**config.mk**
```make
export PLATFORM = sky130hd
export DESIGN_NAME = motor_speed_ramp_limiter
export DESIGN_NICKNAME = d
export VERILOG_FILES = /design/src/sv/msrl_pkg.sv /design/src/sv/msrl_duty.sv /design/src/sv/motor_speed_ramp_limiter.sv
export VERILOG_INCLUDE_DIRS = /design/src /design/src/sv
export SDC_FILE = /design/constraint.sdc
export NUM_CORES = 1
export LEC_CHECK = 0
export ABC_AREA = 0
export BUFFER_PORTS_ARGS = -buffer_cell sky130_fd_sc_hd__buf_2
export CAP_MARGIN = 20
export CORE_AREA = 2 2 222 224
export CTS_CLUSTER_SIZE = 14
export DETAILED_ROUTE_END_ITERATION = 6
export DIE_AREA = 0 0 224 226
export GPL_TIMING_DRIVEN = 1
export SKIP_CTS_REPAIR_TIMING = 1
export SYNTH_ARGS = -nofsm -noshare
export SYNTH_HDL_FRONTEND = slang
export SYNTH_SLANG_ARGS = --single-unit
```
**constraint.sdc**
```tcl
create_clock -name clk -period 23.2 [get_ports clk]
set_clock_uncertainty 0.05 [all_clocks]
set_input_delay 4.64 -clock clk [delete_from_list [all_inputs] [get_ports clk]]
set_output_delay 4.64 -clock clk [all_outputs]
set_load 0.1 [all_outputs]
```
**src/sv/motor_speed_ramp_limiter_assert.svh**
```systemverilog
// Assertion macros shared by the speed ramp limiter RTL.
`ifndef MOTOR_SPEED_RAMP_LIMITER_ASSERT_SVH
`define MOTOR_SPEED_RAMP_LIMITER_ASSERT_SVH

// Property that must hold at every clock edge outside reset.
`define MSRL_ASSERT(label, prop, msg) \
	label: assert property (@(posedge clk) disable iff (!arst_n) (prop)) \
		else $error(msg);

// Property whose consequent must hold in the cycle after its antecedent.
`define MSRL_ASSERT_NEXT(label, ante, cons, msg) \
	label: assert property (@(posedge clk) disable iff (!arst_n) (ante) |=> (cons)) \
		else $error(msg);

`endif

```
**src/sv/msrl_pkg.sv**
```systemverilog
// Types and constants for the motor speed ramp limiter.
`default_nettype none

package msrl_pkg;

	localparam int FUNC_W = 3;
	localparam int RPM_W  = 16;
	localparam int PROF_W = 2;
	localparam int CMD_W  = 17;
	localparam int DUTY_W = 16;
	localparam int STEP_W = 4;

	// Command codes carried in func.
	typedef enum logic [FUNC_W-1:0] {
		FUNC_TICK  = 3'd0,
		FUNC_SET   = 3'd1,
		FUNC_BURST = 3'd2,
		FUNC_STOP  = 3'd3,
		FUNC_CAP   = 3'd4
	} func_t;

	// Ramp profile codes.
	localparam logic [PROF_W-1:0] PROFILE_GENTLE = 2'd0;
	localparam logic [PROF_W-1:0] PROFILE_NORMAL = 2'd1;
	localparam logic [PROF_W-1:0] PROFILE_FAST   = 2'd2;

	// Acceleration steps in half-rpm per tick.
	localparam logic [STEP_W-1:0] STEP_GENTLE = 4'd1;
	localparam logic [STEP_W-1:0] STEP_NORMAL = 4'd3;
	localparam logic [STEP_W-1:0] STEP_FAST   = 4'd8;

	// Request from the ramp core to the duty unit.
	typedef struct packed {
		logic             valid;
		logic [CMD_W-1:0] cmd;
	} duty_req_t;

endpackage

`default_nettype wire

```
**src/sv/msrl_duty.sv**
```systemverilog
// Duty pipeline: scales the commanded half-rpm to a Q0.16 duty and holds the result.
`default_nettype none

module msrl_duty #(
	parameter int MAX_RPM = 10000
) (
	input  wire logic                       clk,
	input  wire logic                       arst_n,
	input  wire msrl_pkg::duty_req_t        req,
	output logic                            req_ready,
	output logic                            out_valid,
	input  wire logic                       out_stall,
	output logic [msrl_pkg::DUTY_W-1:0]     duty,
	output logic [msrl_pkg::CMD_W-1:0]      commanded_half_rpm
);
	import msrl_pkg::*;

	// Divisor and its scaled reciprocal, fixed at elaboration.
	localparam longint unsigned DIV   = 2 * MAX_RPM;
	localparam longint unsigned RECIP = (longint'(65535) << CMD_W) / DIV;
	localparam int RECIP_W = $clog2(RECIP + 1);
	localparam int PROD_W  = CMD_W + RECIP_W;
	localparam int NUM_W   = CMD_W + DUTY_W;
	localparam logic [CMD_W-1:0]   DIV_L   = CMD_W'(DIV);
	localparam logic [RECIP_W-1:0] RECIP_L = RECIP_W'(RECIP);

	logic               v_s2;
	logic [CMD_W-1:0]   cmd_s2;
	logic               v_s3;
	logic [CMD_W-1:0]   cmd_s3;
	logic [DUTY_W-1:0]  q_s3;
	logic               sat_s3;
	logic               out_valid_q;
	logic [DUTY_W-1:0]  duty_q;
	logic [CMD_W-1:0]   cmd_q;
	logic               out_ready;
	logic               s3_ready;
	logic [PROD_W-1:0]  prod;
	logic [NUM_W-1:0]   num;
	logic [NUM_W-1:0]   qd;
	logic [NUM_W-1:0]   rem;
	logic [DUTY_W-1:0]  duty_next;

	// Each stage moves when the one after it is empty or moving.
	assign out_ready = !out_valid_q || !out_stall;
	assign s3_ready  = !v_s3 || out_ready;
	assign req_ready = !v_s2 || s3_ready;

	// Quotient estimate by reciprocal multiply; may fall one short.
	assign prod = PROD_W'(cmd_s2) * PROD_W'(RECIP_L);

	// Remainder check corrects the estimate by one.
	assign num = (NUM_W'(cmd_s3) << DUTY_W) - NUM_W'(cmd_s3);
	assign qd  = NUM_W'(q_s3) * NUM_W'(DIV_L);
	assign rem = num - qd;

	always_comb begin
		if (sat_s3) begin
			duty_next = '1;
		end else if (rem >= NUM_W'(DIV_L)) begin
			duty_next = DUTY_W'(q_s3 + 1'b1);
		end else begin
			duty_next = q_s3;
		end
	end

	// Stage valid flags.
	always_ff @(posedge clk or negedge arst_n) begin
		if (!arst_n) begin
			v_s2        <= 1'b0;
			v_s3        <= 1'b0;
			out_valid_q <= 1'b0;
		end else begin
			if (req_ready) v_s2 <= req.valid;
			if (s3_ready) v_s3 <= v_s2;
			if (out_ready) out_valid_q <= v_s3;
		end
	end

	// Stage payloads.
	always_ff @(posedge clk) begin
		if (req_ready && req.valid) begin
			cmd_s2 <= req.cmd;
		end
		if (s3_ready && v_s2) begin
			cmd_s3 <= cmd_s2;
			q_s3   <= DUTY_W'(prod >> CMD_W);
			sat_s3 <= (cmd_s2 >= DIV_L);
		end
		if (out_ready && v_s3) begin
			duty_q <= duty_next;
			cmd_q  <= cmd_s3;
		end
	end

	assign out_valid          = out_valid_q;
	assign duty               = duty_q;
	assign commanded_half_rpm = cmd_q;

endmodule

`default_nettype wire

```
**src/sv/motor_speed_ramp_limiter.sv**
```systemverilog
// Top level of the motor speed ramp limiter: command register, ramp state and duty output.
`default_nettype none
`include "motor_speed_ramp_limiter_assert.svh"

// Motor speed setpoint ramp. Each request carries one command in func: a 1 ms
// tick, set target with a ramp profile, burst to the target at once, stop, or
// enforce a cap. The block keeps a target in rpm (saturated at MAX_RPM) and a
// commanded speed in half-rpm. A tick moves the commanded speed toward twice
// the target by 1, 3 or 8 half-rpm up (gentle, normal, fast; profile code 3
// ramps as normal) and four times that down, clamped at the target, and
// returns the Q0.16 duty floor(commanded*65535/(2*MAX_RPM)) with the new
// commanded speed. A stop returns duty 0. Other commands return nothing. The
// block takes one request every clock cycle while in_stall is low: the command
// is registered, the ramp state updates as the request leaves that register,
// and a reciprocal-multiply pipeline (stages s2 and s3, then an output
// register) forms the duty. A stall on the output backs up through that
// pipeline; requests that give no result keep flowing while the input
// register is free.
module motor_speed_ramp_limiter #(
	parameter int MAX_RPM = 10000
) (
	input  wire logic                       clk,
	input  wire logic                       arst_n,
	input  wire logic                       in_valid,
	output logic                            in_stall,
	input  wire logic [msrl_pkg::FUNC_W-1:0] func,
	input  wire logic [msrl_pkg::RPM_W-1:0]  rpm_value,
	input  wire logic [msrl_pkg::PROF_W-1:0] slew_profile,
	output logic                            out_valid,
	input  wire logic                       out_stall,
	output logic [msrl_pkg::DUTY_W-1:0]     duty,
	output logic [msrl_pkg::CMD_W-1:0]      commanded_half_rpm
);
	import msrl_pkg::*;

	localparam logic [RPM_W-1:0] MAX_L = RPM_W'(MAX_RPM);

	logic               v_s1;
	logic [FUNC_W-1:0]  func_s1;
	logic [RPM_W-1:0]   rpm_s1;
	logic [PROF_W-1:0]  prof_s1;
	logic [RPM_W-1:0]   target_q;
	logic [CMD_W-1:0]   cmd_q;
	logic [PROF_W-1:0]  ramp_q;
	logic [RPM_W-1:0]   target_next;
	logic [CMD_W-1:0]   cmd_next;
	logic [PROF_W-1:0]  ramp_next;
	logic               has_result;
	logic               retire;
	logic               stop_retire;
	logic               req_ready;
	duty_req_t          req;
	logic [RPM_W-1:0]   rpm_lim;
	logic [CMD_W-1:0]   goal;
	logic [CMD_W-1:0]   cap2;
	logic [STEP_W-1:0]  up;
	logic [STEP_W+1:0]  down;
	logic [CMD_W:0]     sum;
	logic [CMD_W-1:0]   diff;

	// The input register retires unless its result finds the duty pipeline full.
	assign retire   = v_s1 && (!has_result || req_ready);
	assign in_stall = v_s1 && !retire;

	assign rpm_lim = (rpm_s1 > MAX_L) ? MAX_L : rpm_s1;
	assign goal    = {target_q, 1'b0};
	assign cap2    = {rpm_s1, 1'b0};
	assign sum     = {1'b0, cmd_q} + (CMD_W + 1)'(up);
	assign diff    = cmd_q - goal;
	assign down    = {up, 2'b00};

	// Acceleration step of the stored profile.
	always_comb begin
		case (ramp_q)
			PROFILE_GENTLE: up = STEP_GENTLE;
			PROFILE_FAST:   up = STEP_FAST;
			default:        up = STEP_NORMAL;
		endcase
	end

	// Next ramp state for the command in the input register.
	always_comb begin
		target_next = target_q;
		cmd_next    = cmd_q;
		ramp_next   = ramp_q;
		has_result  = 1'b0;
		case (func_t'(func_s1))
			FUNC_TICK: begin
				has_result = 1'b1;
				if (cmd_q < goal) begin
					cmd_next = (sum > (CMD_W + 1)'(goal)) ? goal : CMD_W'(sum);
				end else if (cmd_q > goal) begin
					cmd_next = (diff > CMD_W'(down)) ? cmd_q - CMD_W'(down) : goal;
				end
			end
			FUNC_SET: begin
				target_next = rpm_lim;
				ramp_next   = prof_s1;
			end
			FUNC_BURST: begin
				target_next = rpm_lim;
				cmd_next    = {rpm_lim, 1'b0};
			end
			FUNC_STOP: begin
				has_result  = 1'b1;
				target_next = '0;
				cmd_next    = '0;
			end
			FUNC_CAP: begin
				if (target_q > rpm_s1) target_next = rpm_s1;
				if (cmd_q > cap2) cmd_next = cap2;
			end
			default: begin
				has_result = 1'b0;
			end
		endcase
	end

	// Input register valid flag and ramp state.
	always_ff @(posedge clk or negedge arst_n) begin
		if (!arst_n) begin
			v_s1     <= 1'b0;
			target_q <= '0;
			cmd_q    <= '0;
			ramp_q   <= PROFILE_NORMAL;
		end else begin
			if (!in_stall) v_s1 <= in_valid;
			if (retire) begin
				target_q <= target_next;
				cmd_q    <= cmd_next;
				ramp_q   <= ramp_next;
			end
		end
	end

	// Input register payload.
	always_ff @(posedge clk) begin
		if (in_valid && !in_stall) begin
			func_s1 <= func;
			rpm_s1  <= rpm_value;
			prof_s1 <= slew_profile;
		end
	end

	// Results go to the duty pipeline with the updated commanded speed.
	assign req.valid = v_s1 && has_result;
	assign req.cmd   = cmd_next;

	msrl_duty #(
		.MAX_RPM(MAX_RPM)
	) u_duty (
		.clk               (clk),
		.arst_n            (arst_n),
		.req               (req),
		.req_ready         (req_ready),
		.out_valid         (out_valid),
		.out_stall         (out_stall),
		.duty              (duty),
		.commanded_half_rpm(commanded_half_rpm)
	);

	// A stop that leaves the input register must clear both speeds.
	assign stop_retire = retire && (func_s1 == FUNC_STOP);

	`MSRL_ASSERT(a_cmd_bound, cmd_q <= CMD_W'(2 * MAX_RPM), "commanded speed above full scale")
	`MSRL_ASSERT(a_target_bound, target_q <= MAX_L, "target above MAX_RPM")
	`MSRL_ASSERT_NEXT(a_stop_clears, stop_retire, {cmd_q, target_q} == '0, "stop left speed set")
	`MSRL_ASSERT_NEXT(a_hold, !retire, $stable({target_q, cmd_q, ramp_q}), "state moved when idle")

endmodule

`default_nettype wire
```
==> impl_metrics.csv <==
group,metric,value,unit
run_status,status,"completed",
floorplanning,initial_core_util,39.4,%
synth,avgSynthCellArea,9.32,sq um
final_layout,filler_cell_count,4662,
sta,setup_violations,0,
clock_network,cts_tree,"built",
job,maxCapViolCount,0,
synth,synth_seq_cells,144,
synth,yosysWarnings,0,
setup_path,path_class,"in -> out",
route,drc_errors,0,
global_route,grt_overflow,0,
floorplanning,coreArea,48300,sq um
global_route,grt.total_usage,21.5,%
setup_path,crit_family,"buffers and inverters",
sta,timing.fmax,0.0968,GHz
final_layout,utilization,42.7,%
final_layout,diodes,0,
setup_path,r2r_end,"u_duty.duty[5]$_SDFFCE_PP1P_",
placement,dp.cells,2685,
sta,worst_pin_slew,1030,ps
placement,dpl.hpwl,43800,microns
route,drtPass1Iterations,5,
synth,synth_cells,2043,
setup_path,required,18510,ps
clock_network,clock_sinks,144,
route,viasPerCell,5.60,
setup_path,critPathBufInv,2,
route,vias,15200,
setup_path,reg2reg_depth,34,
sta,period_needed,10330,ps
min_path,hold-path-endpoint,"ramp_q[0]$_DFFE_PN1P_",
synth,synthFlopType,"edfxtp_1",
setup_path,r2r_slack,13440,ps
clock_network,path_clk_slew,70,ps
setup_path,path_max_fanout,4,
min_path,hold_depth,2,
floorplanning,rows,81,
sta,setup_slack,12870,ps
clock_network,cts_buffers,17,
synth,async_flop_share,27.1,%
setup_path,path_cells,"buf_2, nand4_1, nor2_1, buf_2",
global_route,grt_pass1_vias,15400,
final_layout,drive_gt1_share,6.92,%
final_layout,fin_nets,2590,
global_route,grt_start_max_net_pins,40,
route,routedWlPerCell,19.4,microns
floorplanning,die_x,224,microns
setup_path,arrival,5640,ps
synth,synth_nets,2550,
min_path,hold_path.class,"reg -> reg",
sta,rsz0062_at_grt,"false",
clock_network,cts-htree-levels,4,
min_path,min-delay-start,"prof_s1[0]$_DFFE_PP_",
placement,gp_congestion,0.941,
final_layout,syn2layout_area_growth,8.32,%
placement,dp_slack,12880,ps
clock_network,cts-root-buf,"clkbuf_16",
setup_path,cp_slowest_cell,"buf_2",
setup_path,r2r-start,"u_duty.q_s3[8]$_DFFE_PP_",
placement,port_buffers,59,
sta,slew_headroom,31.2,%
synth,synth_edf_count,105,
route,wl,52600,microns
global_route,antenna_found_initial,0,
global_route,grt_pass1_wl,83800,microns
route,initialDrtViolationCount,1010,
route,antenna_left,0,
synth,netlist_area,19000,sq um
clock_network,clk_latency,480,ps
setup_path,end_kind,"output port",
synth,synth_cell_type_count,86,
floorplanning,die_y,226,microns
setup_path,max_stage_delay,460,ps
setup_path,critPathLaunchType,"input port",
sta,slew_viol_final,0,
final_layout,stdcell_count,2718,
floorplanning,ios,60,
sta,setup_tns,0,ps
sta,post-route-period-util,44.5,%
setup_path,path_common_cell,"buf_2",
floorplanning,die-area,50600,sq um
synth,synth.yosys.seq_area_share,21.7,%
clock_network,clock_path_buffers,2,
sta,finalHoldViolCount,0,
[cells by family after synthesis]
group	Yosys count	synth area share, %
and+or+nand+nor	505	13.3
adders and majority gates	482	37.0
AOI/OAI and AO/OA	402	14.4
buffers and inverters	396	7.94
DFF	144	21.7
xor gates and xnor gates	60	2.76
muxes	54	2.90
[registers in the layout (all words and copies together), names as in the netlist, 3 cells and up]
name	count
u_duty.cmd_s2	17
cmd_q	17
u_duty.q_s3	16
u_duty.commanded_half_rpm	17
u_duty.duty	16
u_duty.cmd_s3	17
target_q	16
rpm_s1	16
func_s1	3
[how the worst max path moves through the flow]
stage,startpoint,to,slack (ps),cells past startpoint
after floorplan,out_stall,in_stall,12370,2
after global placement,out_stall,in_stall,12890,4
after detailed placement,out_stall,in_stall,12880,4
after CTS,out_stall,in_stall,12870,4
after global routing,u_duty.q_s3[4]$_DFFE_PP_,u_duty.duty[3]$_SDFFCE_PP1P_,12570,34
final,out_stall,in_stall,12870,4
[cell usage after synthesis (16+ instances only)]
library cell / instances / share of area (%)
nor2_1: 115 / 2.3
mux2i_1: 45 / 2.4
a21o_1: 25 / 0.99
xnor2_1: 39 / 1.8
nand2_1: 131 / 2.6
fa_1: 135 / 14
nor2b_1: 22 / 0.72
o21a_1: 22 / 0.87
clkbuf_1: 42 / 0.83
inv_1: 345 / 6.8
edfxtp_1: 105 / 17
o211ai_1: 18 / 0.71
xor2_1: 21 / 0.97
ha_1: 347 / 23
nor3_1: 43 / 1.1
o21ai_0: 88 / 2.3
a31oi_1: 16 / 0.53
nand4_1: 34 / 1.1
dfrtp_1: 38 / 5.0
nand2b_1: 23 / 0.76
a21oi_1: 78 / 2.0
nand3_1: 35 / 0.92
[cells in the final DEF, fill, tap and decap left out, types with 22 or more instances in the layout]
master | Yosys | layout
buf_2 | 5 | 59
edfxtp_1 | 105 | 105
nand3_1 | 35 | 35
nor3_1 | 43 | 42
xnor2_1 | 39 | 39
nand2_1 | 131 | 131
mux2i_1 | 45 | 45
nand2b_1 | 23 | 23
dfrtp_1 | 38 | 38
a21o_1 | 25 | 25
o21ai_0 | 88 | 88
fa_1 | 135 | 135
nor2_1 | 115 | 115
inv_1 | 345 | 345
a21oi_1 | 78 | 77
o21a_1 | 22 | 22
nand4_1 | 34 | 34
ha_1 | 347 | 347
[metrics by stage]
stage	hold slack [ps]	cell area (sq um)
2_1_floorplan	376	19000
3_3_place_gp	400	20000
3_5_place_dp	401	20000
4_1_cts	424	20600
5_1_grt	466	20600
6_report	416	20600
[worst register-to-register path: cells and delay by family (launching register included)]
kind | cells | cell delay (ps)
adders and majority gates | 8 | 3210
AOI/OAI and AO/OA | 13 | 3050
and+or+nand+nor | 7 | 2170
DFF | 1 | 580
buffers and inverters | 5 | 370
xor gates and xnor gates | 1 | 90
[per-layer routing]
layer  routed length (microns)  track usage (%)  up-vias
met1                     22400             26.1     7433
met4                      2010             9.81        0
met3                      2160             3.04      108
li1                          -                -     7273
met2                     26100             37.6      419
met5                         0                0        -
[layout make-up]
cell class                      count  area [sq um]  area share, %
Multi-Input combinational cell   1503         13400           65.1
Sequential cell                   144          4130           20.0
Inverter                          346          1300           6.30
Tap cell                          622           778           3.77
Clock buffer                       18           439           2.13
Timing Repair Buffer               71           393           1.90
Clock inverter                     14           164          0.794
Power is not shown: default switching activity piles up to over one toggle a cycle in this logic, so the estimate is an artifact.
